--- src/rtl/gcd_lcm_unit_macros.svh ---
// assertion macros for the gcd and lcm unit
// no dependencies; included by the modules that carry assertions
`ifndef GCD_LCM_UNIT_MACROS_SVH
`define GCD_LCM_UNIT_MACROS_SVH

// a property that must hold at every rising clock edge outside reset
`define GLU_ASSERT(label, prop, msg) \
    label: assert property (@(posedge i_clk) disable iff (!i_rst_n) prop) else $error(msg);

// a property checked during reset as well
`define GLU_ASSERT_ALWAYS(label, prop, msg) \
    label: assert property (@(posedge i_clk) prop) else $error(msg);

`endif

--- src/rtl/glu_pkg.sv ---
// package for the gcd and lcm unit: widths, item types and state codes
// no dependencies
package glu_pkg;

    localparam int OperandBits  = 31;
    localparam int MultipleBits = 2 * OperandBits;
    localparam int CountBits    = $clog2(OperandBits + 1);
    localparam int QueueDepth   = 2;
    localparam int QueueAddrBits = 1;

    typedef logic [OperandBits-1:0]  t_operand;
    typedef logic [MultipleBits-1:0] t_multiple;

    // item kind decided by the front end
    typedef enum logic [1:0] {
        KIND_BOTH_ZERO = 2'd0,
        KIND_A_ZERO    = 2'd1,
        KIND_B_ZERO    = 2'd2,
        KIND_GENERAL   = 2'd3
    } t_kind;

    typedef struct packed {
        t_kind    kind;
        t_operand first;
        t_operand second;
    } t_job;

    typedef enum logic [2:0] {
        ST_IDLE   = 3'd0,
        ST_GCD    = 3'd1,
        ST_DIV    = 3'd2,
        ST_MUL    = 3'd3,
        ST_OUTPUT = 3'd4
    } t_state;

endpackage

--- src/rtl/gcd_lcm_unit.sv ---
// gcd and lcm unit: top level joining the front end queue and the back end
// depends on glu_pkg, glu_front and glu_back
// Operands transfer in on i_valid/o_stall; a two-entry job queue decouples input from
// the arithmetic. The back end runs euclid as repeated restoring remainders (one per
// euclid step, data-dependent, at most about 45 steps), then divides the first operand
// by the gcd and multiplies by the second with shift-add; the result sits in an output
// register until taken. Zero operands skip all of that: the job is queued, then taken
// by the idle back end straight into the output state. The euclid steps and the divide
// of a general result both run on the single shared one-bit-per-cycle remainder unit.
// Nothing is kept between items and there is no clearing pass after reset.
module gcd_lcm_unit (
    input  logic               i_clk,
    input  logic               i_rst_n,
    input  logic               i_valid,
    output logic               o_stall,
    input  glu_pkg::t_operand  i_first_value,
    input  glu_pkg::t_operand  i_second_value,
    output logic               o_valid,
    input  logic               i_stall,
    output glu_pkg::t_operand  o_divisor,
    output glu_pkg::t_multiple o_multiple,
    output logic               o_both_zero
);
    import glu_pkg::*;

    // job queue hand-off
    logic job_valid, job_take;
    t_job job;

    glu_front u_front (
        .i_clk, .i_rst_n, .i_valid, .o_stall, .i_first_value, .i_second_value,
        .o_job_valid(job_valid), .i_job_take(job_take), .o_job(job)
    );

    glu_back u_back (
        .i_clk, .i_rst_n, .i_job_valid(job_valid), .o_job_take(job_take), .i_job(job),
        .o_valid, .i_stall, .o_divisor, .o_multiple, .o_both_zero
    );

endmodule

--- src/rtl/glu_front.sv ---
// front end: accepts operand transfers, classifies them and queues the jobs
// depends on glu_pkg
module glu_front (
    input  logic              i_clk,
    input  logic              i_rst_n,
    input  logic              i_valid,
    output logic              o_stall,
    input  glu_pkg::t_operand i_first_value,
    input  glu_pkg::t_operand i_second_value,
    output logic              o_job_valid,
    input  logic              i_job_take,
    output glu_pkg::t_job     o_job
);
    import glu_pkg::*;

    t_job                   r_mem [QueueDepth];
    logic [QueueAddrBits:0] r_count, n_count;
    logic [QueueAddrBits-1:0] r_wr, r_rd;
    logic                   push, pop;
    t_job                   job_in;

    always_comb begin
        job_in.first  = i_first_value;
        job_in.second = i_second_value;
        if (i_first_value == '0 && i_second_value == '0) begin
            job_in.kind = KIND_BOTH_ZERO;
        end else if (i_first_value == '0) begin
            job_in.kind = KIND_A_ZERO;
        end else if (i_second_value == '0) begin
            job_in.kind = KIND_B_ZERO;
        end else begin
            job_in.kind = KIND_GENERAL;
        end
    end

    assign o_stall     = (r_count == (QueueAddrBits+1)'(QueueDepth));
    assign push        = i_valid && !o_stall;
    assign o_job_valid = (r_count != '0);
    assign pop         = o_job_valid && i_job_take;
    assign o_job       = r_mem[r_rd];

    always_comb begin
        n_count = r_count;
        if (push && !pop) begin
            n_count = r_count + 1'b1;
        end else if (pop && !push) begin
            n_count = r_count - 1'b1;
        end
    end

    always_ff @(posedge i_clk) begin
        if (!i_rst_n) begin
            r_count <= '0;
            r_wr    <= '0;
            r_rd    <= '0;
        end else begin
            r_count <= n_count;
            if (push) begin
                r_wr <= r_wr + 1'b1;
            end
            if (pop) begin
                r_rd <= r_rd + 1'b1;
            end
        end
    end

    always_ff @(posedge i_clk) begin
        if (push) begin
            r_mem[r_wr] <= job_in;
        end
    end

endmodule

--- src/rtl/glu_back.sv ---
// back end: euclid by iterative restoring remainder, serial divide and multiply
// depends on glu_pkg and gcd_lcm_unit_macros.svh
`include "gcd_lcm_unit_macros.svh"
module glu_back (
    input  logic               i_clk,
    input  logic               i_rst_n,
    input  logic               i_job_valid,
    output logic               o_job_take,
    input  glu_pkg::t_job      i_job,
    output logic               o_valid,
    input  logic               i_stall,
    output glu_pkg::t_operand  o_divisor,
    output glu_pkg::t_multiple o_multiple,
    output logic               o_both_zero
);
    import glu_pkg::*;

    t_state r_state, n_state;
    // remainder unit: r_quo mod r_y, one quotient bit per cycle
    t_operand  r_y, r_a, r_b, r_rem, r_quo;
    t_operand  r_div;
    t_multiple r_acc, r_mcand;
    t_operand  r_mplier;
    logic [CountBits-1:0] r_cnt;
    logic      r_bz;

    logic [OperandBits:0] trial;
    logic [OperandBits:0] shifted;
    logic      step_last;

    assign shifted   = {r_rem, r_quo[OperandBits-1]};
    assign trial     = shifted - {1'b0, r_y};
    assign step_last = (r_cnt == CountBits'(OperandBits - 1));

    // next state
    always_comb begin
        n_state = r_state;
        case (r_state)
            ST_IDLE: begin
                if (i_job_valid) begin
                    n_state = (i_job.kind == KIND_GENERAL) ? ST_GCD : ST_OUTPUT;
                end
            end
            ST_GCD: begin
                if (step_last && trial[OperandBits] && shifted[OperandBits-1:0] == '0) begin
                    n_state = ST_DIV;
                end else if (step_last && !trial[OperandBits]
                             && trial[OperandBits-1:0] == '0) begin
                    n_state = ST_DIV;
                end
            end
            ST_DIV: begin
                if (step_last) begin
                    n_state = ST_MUL;
                end
            end
            ST_MUL: begin
                if (step_last) begin
                    n_state = ST_OUTPUT;
                end
            end
            ST_OUTPUT: begin
                if (!i_stall) begin
                    n_state = ST_IDLE;
                end
            end
            default: n_state = ST_IDLE;
        endcase
    end

    // outputs
    always_comb begin
        o_job_take = 1'b0;
        o_valid    = 1'b0;
        case (r_state)
            ST_IDLE:   o_job_take = i_job_valid;
            ST_OUTPUT: o_valid    = 1'b1;
            default: begin
                o_job_take = 1'b0;
                o_valid    = 1'b0;
            end
        endcase
    end

    assign o_divisor   = r_div;
    assign o_multiple  = r_acc;
    assign o_both_zero = r_bz;

    always_ff @(posedge i_clk) begin
        if (!i_rst_n) begin
            r_state <= ST_IDLE;
        end else begin
            r_state <= n_state;
        end
    end

    always_ff @(posedge i_clk) begin
        case (r_state)
            ST_IDLE: begin
                r_a   <= i_job.first;
                r_b   <= i_job.second;
                r_y   <= i_job.second;
                r_quo <= i_job.first;
                r_rem <= '0;
                r_cnt <= '0;
                r_acc <= '0;
                r_bz  <= (i_job.kind == KIND_BOTH_ZERO);
                case (i_job.kind)
                    KIND_A_ZERO: r_div <= i_job.second;
                    KIND_B_ZERO: r_div <= i_job.first;
                    default:     r_div <= '0;
                endcase
            end
            ST_GCD: begin
                // one restoring step of r_quo mod r_y
                r_quo <= {r_quo[OperandBits-2:0], 1'b0};
                if (!trial[OperandBits]) begin
                    r_rem <= trial[OperandBits-1:0];
                end else begin
                    r_rem <= shifted[OperandBits-1:0];
                end
                r_cnt <= r_cnt + 1'b1;
                if (step_last) begin
                    r_cnt <= '0;
                    r_rem <= '0;
                    if (!trial[OperandBits] ? (trial[OperandBits-1:0] == '0)
                                             : (shifted[OperandBits-1:0] == '0)) begin
                        // remainder zero: gcd is r_y, start a / gcd
                        r_div <= r_y;
                        r_quo <= r_a;
                    end else begin
                        r_quo <= r_y;
                        r_y   <= !trial[OperandBits] ? trial[OperandBits-1:0]
                                                     : shifted[OperandBits-1:0];
                    end
                end
            end
            ST_DIV: begin
                // quotient bits shift into r_quo from the right
                r_quo <= {r_quo[OperandBits-2:0], !trial[OperandBits]};
                r_rem <= !trial[OperandBits] ? trial[OperandBits-1:0]
                                             : shifted[OperandBits-1:0];
                r_cnt <= r_cnt + 1'b1;
                if (step_last) begin
                    r_cnt    <= '0;
                    r_mplier <= {r_quo[OperandBits-2:0], !trial[OperandBits]};
                    r_mcand  <= MultipleBits'(r_b);
                end
            end
            ST_MUL: begin
                if (r_mplier[0]) begin
                    r_acc <= r_acc + r_mcand;
                end
                r_mplier <= r_mplier >> 1;
                r_mcand  <= r_mcand << 1;
                r_cnt    <= r_cnt + 1'b1;
            end
            default: begin
            end
        endcase
    end

    `GLU_ASSERT(a_take_only_idle, o_job_take |-> (r_state == ST_IDLE),
                "job taken outside idle")
    `GLU_ASSERT(a_hold_output, (o_valid && i_stall) |=> (o_valid && $stable(r_div)
                && $stable(r_acc)), "stalled result changed")
    `GLU_ASSERT(a_zero_flag, (o_valid && r_bz) |-> (r_div == '0 && r_acc == '0),
                "both-zero result not cleared")
    `GLU_ASSERT_ALWAYS(a_reset_idle, !i_rst_n |=> (r_state == ST_IDLE),
                "not idle after reset")

endmodule
--- config.mk ---
export PLATFORM = sky130hd
export DESIGN_NAME = gcd_lcm_unit
export DESIGN_NICKNAME = d
export VERILOG_FILES = /design/src/rtl/glu_pkg.sv /design/src/rtl/gcd_lcm_unit.sv /design/src/rtl/glu_front.sv /design/src/rtl/glu_back.sv
export VERILOG_INCLUDE_DIRS = /design/src /design/src/rtl
export SDC_FILE = /design/constraint.sdc
export NUM_CORES = 1
export LEC_CHECK = 0
export BUFFER_PORTS_ARGS = -buffer_cell sky130_fd_sc_hd__buf_2
export CORE_ASPECT_RATIO = 0.8
export CORE_MARGIN = 2
export CORE_UTILIZATION = 45
export CTS_CLUSTER_SIZE = 40
export DETAILED_ROUTE_END_ITERATION = 7
export GPL_TIMING_DRIVEN = 0
export SETUP_SLACK_MARGIN = 0.4
export SLEW_MARGIN = 5
export SYNTH_ARGS = -nofsm -noshare
export SYNTH_HDL_FRONTEND = slang
export SYNTH_SLANG_ARGS = --single-unit
--- constraint.sdc ---
create_clock -name i_clk -period 7.75 [get_ports i_clk]
set_clock_uncertainty 0.2 [all_clocks]
set_input_delay 0.775 -clock i_clk [delete_from_list [all_inputs] [get_ports i_clk]]
set_output_delay 0.775 -clock i_clk [all_outputs]
set_load 0.05 [all_outputs]
==> summary.md <==
| Metric | Value |
|---|---|
| Crit path max-delay family | `compound AO/OA/AOI/OAI gates` |
| Final worst path period need | `5210 ps` |
| Setup TNS | `0 ps` |
| Worst hold start | `i_second_value[22]` |
| H-Tree Depth | `2` |
| Hold Fails Final Rpt | `0` |
| Critical Path RT | `7840 ps` |
| VDD IR max | `214 µV` |
| Period utilization | `0.672` |
| Post_cts resized | `0` |
| Clk root buf | `clkbuf_16` |
| Gp weighted congestion | `0.894` |
| RR Startpoint | `u_back.r_y[1]` |
| CTS Buf Count | `51` |
| Cell Area, Synth | `25000 µm²` |
| # port buffers | `161` |
| R2r setup slk | `2540 ps` |
| Met3 usage | `0.0458` |
| Clock Sinks | `483` |
| Post-CTS Setup Bufs | `0` |
| DRT Wirelength | `71500 µm` |
| Met1 Use GR | `0.366` |
| Placeable Area | `55000 µm²` |
| Avg WL per Cell | `22.4 µm` |
| End point of the worst hold path | `u_front.r_mem[1][22]` |
| Post-route DRC | `0` |
| Worst Setup Start Kind | `flip-flop` |
| Number of flops mapped to enable cells by yosys | `475` |
| Post-Synthesis Cells | `2163` |
| Die H | `215 µm` |
| First-pass DRT Iterations | `8` |
| Grt total ovfl | `0` |
| Clock Latency Late Sink | `610 ps` |
| Final Core Density | `0.524` |
| Reg clk slew, reported paths | `60 ps` |
| Cell area power density | `398 nW/µm²` |
| Hold Path Depth | `1` |
| Rows | `77` |
| Die Area | `57400 µm²` |
| GRT Overall Usage | `0.247` |
| Final HPWL DP | `54000 µm` |
| Deepest clock path buffer count | `3` |
| Critical Path AT | `5300 ps` |
| Pin count of the biggest net entering global routing | `54` |
| Vias in the first global route | `17700` |
| Top_reg_cell synth | `edfxtp_1` |
| Leakage | `11.3 nW` |
| Async SR Flop Fraction | `0` |
| Cell mode on critical path | `a211o_1` |
| RSZ-0062 raised after global routing | `false` |
| Setup-failing EPs final | `0` |
| DRT antenna net count | `0` |
| Most crowded layer after global routing | `met2` |
| Relative slew slack | `0.262` |
| Num ports | `162` |
| Worst-Margin Slew | `1110 ps` |
| Reg-to-Reg End | `u_back.o_divisor[23]` |
| FF-to-FF path depth | `14` |
| Max-Cap Viols | `0` |
| CP bufs+invs | `2` |
| DIE WIDTH | `267 µm` |
| DR vias | `18600` |
| 1st-iter DRT viols | `2268` |
| Max-slew violations | `0` |
| First-pass GRT wire length | `108000 µm` |
| Vias per inst | `5.84` |
| Delay of the slowest critical-path stage | `510 ps` |
| Area Overhead vs Synth | `15.5%` |
| Nets@finish | `2556` |
| Mapped Avg Cell Area | `11.5 µm²` |
| Number of hold buffers added after CTS | `0` |
| Crit. End Element | `flip-flop` |
| Fmax | `192 MHz` |
| Max FO, Critical Path | `14` |
| Ys Warns | `0` |
| Worst Hold Class | `in2reg` |
| Mapped Nets | `2330` |
| FF+latch count, synth | `483` |
| Status | `finished, final reports clean` |
| Share of layout cells above drive strength 1 | `0.144` |
| Kind of critical path | `reg2reg` |
| CTS tree | `built` |
| Critical path, cell by cell | `inv_1, ha_1, nor2b_1, o21ai_2, a211o_1, a211o_1, a211oi_2, o2111ai_1, and3_1, nor4_1, and4_1, nor2_1, o31ai_4, buf_8` |
| Antenna violations before repair | `5` |
| Initial Util | `0.454` |
| CP max-delay cell | `edfxtp_1` |
| Register area share after synthesis | `0.578` |
| Synth cell types | `77` |
| Global Route met2 Usage | `0.379` |
## through the flow
step	worst slack, ps	cell area [µm²]	hold WS, ps	total power, W	std cells
after detailed placement	2720	27100	299	0.00884	3086
after CTS	2640	28800	136	0.0114	3180
after global placement	-900	26700	295	0.00872	3074
after global routing	2360	28800	148	0.0121	3183
after floorplan	1720	25000	284	0.00747	2163
final	2540	28900	174	0.0115	3188
## worst max path at each step
stage / start / endpoint / cells after the start
2_1_floorplan: u_back.r_y[1] / u_back.o_divisor[0] / 13
5_1_grt: u_back.r_y[1] / u_back.o_divisor[18] / 14
6_report: u_back.r_y[1] / u_back.o_divisor[23] / 14
4_1_cts: u_back.r_y[1] / u_back.o_divisor[23] / 14
3_3_place_gp: u_back.r_y[1] / u_back.o_divisor[11] / 13
3_5_place_dp: u_back.r_y[1] / u_back.o_divisor[29] / 14
## cells in the mapped netlist, types with 8 or more instances
cell / number / area (µm²)
dfxtp_1: 8 / 160
inv_1: 64 / 240
a221o_1: 31 / 310
a21oi_1: 142 / 711
nand2_1: 258 / 968
xor2_1: 32 / 280
nand4_1: 21 / 131
o31ai_1: 10 / 75.1
mux2i_1: 60 / 601
a22oi_1: 61 / 458
a21o_1: 56 / 420
edfxtp_1: 475 / 14300
mux2_2: 61 / 687
ha_1: 99 / 1240
o211ai_1: 10 / 75.1
a211oi_1: 9 / 67.6
o21ai_0: 96 / 480
nor2_1: 184 / 691
o21bai_1: 16 / 120
nor4_1: 29 / 181
and3_1: 38 / 238
o22ai_1: 32 / 200
xnor2_1: 43 / 377
and2_1: 19 / 119
nor3_1: 32 / 160
o21a_1: 11 / 82.6
nand3_1: 32 / 160
or3_1: 9 / 56.3
buf_2: 8 / 40.0
nand2b_1: 15 / 93.8
a2111oi_0: 9 / 78.8
clkbuf_1: 89 / 334
## logic make-up (layout without fill, tap and decap cells)
| kind of cell | after synthesis | in the layout | synth area share |
|---|---|---|---|
| adder cells (fa/ha/maj) | 101 | 101 | 0.0512 |
| other | 0 | 8 | 0 |
| AND/OR/NAND/NOR | 675 | 675 | 0.124 |
| flip-flops | 483 | 483 | 0.578 |
| multiplexers | 121 | 121 | 0.0516 |
| AO/OA/AOI/OAI | 539 | 539 | 0.143 |
| buffers and inverters | 169 | 436 | 0.0264 |
| XOR/XNOR | 75 | 75 | 0.0263 |
## layout by cell type (no fill, tap or decap), drive strengths merged, types with 7 or more instances in the layout
master   netlist  routed
mux2i         60      60
nor2b          7       7
a21oi        145     145
diode          0       8
nor3          32      32
nand2        258     258
o31ai         10      10
o21a          12      12
and2          20      20
ha            99      99
dfxtp          8       8
clkbuf        89     149
a21o          56      56
nand3         32      32
inv           64      65
buf           16     189
xor2          32      32
edfxtp       475     475
nor4          30      30
bufinv         0       8
mux2          61      61
a22oi         61      61
a211oi        10      10
nor2         185     185
o22ai         32      32
o21bai        16      16
nand2b        15      15
xnor2         43      43
clkinv         0      19
nand4         21      21
a221o         31      31
or3           10      10
o211ai        10      10
o21ai        103     103
and3          38      38
a2111oi        9       9
## cell type report
type | count | area (µm²)
Tap cell | 750 | 938
Multi-Input combinational cell | 1511 | 9960
Antenna cell | 8 | 20.0
Clock buffer | 60 | 1360
Inverter | 64 | 243
Buffer | 105 | 419
Fill cell | 4767 | 26200
Clock inverter | 34 | 400
Sequential cell | 483 | 14400
Timing Repair Buffer | 173 | 1090
## state kept, by name (all words and copies together) (netlist names), 2 cells and up, named ones only
signal and flops:
u_back.r_mcand 62, u_back.r_quo 31, u_back.r_rem 31, u_front.r_mem 128
u_back.r_mplier 31, u_front.r_count 2, u_back.r_cnt 5, u_back.r_a 31
u_back.r_y 31, u_back.o_multiple 62, u_back.o_divisor 31, u_back.r_b 31
u_back.r_state 3
## routing by layer
layer  up-vias  wire (µm)
li1       8670          -
met1      9141      32700
met2       723      31800
met3        88       5690
met4         2       1310
met5         -         13
## power breakdown
part           internal (W)  total (W)  leakage [nW]  switching (W)
Sequential          0.00377    0.00414          4.78       0.000374
Combinational       0.00157    0.00475          5.64        0.00318
Clock               0.00152    0.00259         0.850        0.00106
Total               0.00686     0.0115          11.3        0.00462
Power figures use the tool's default switching activity.
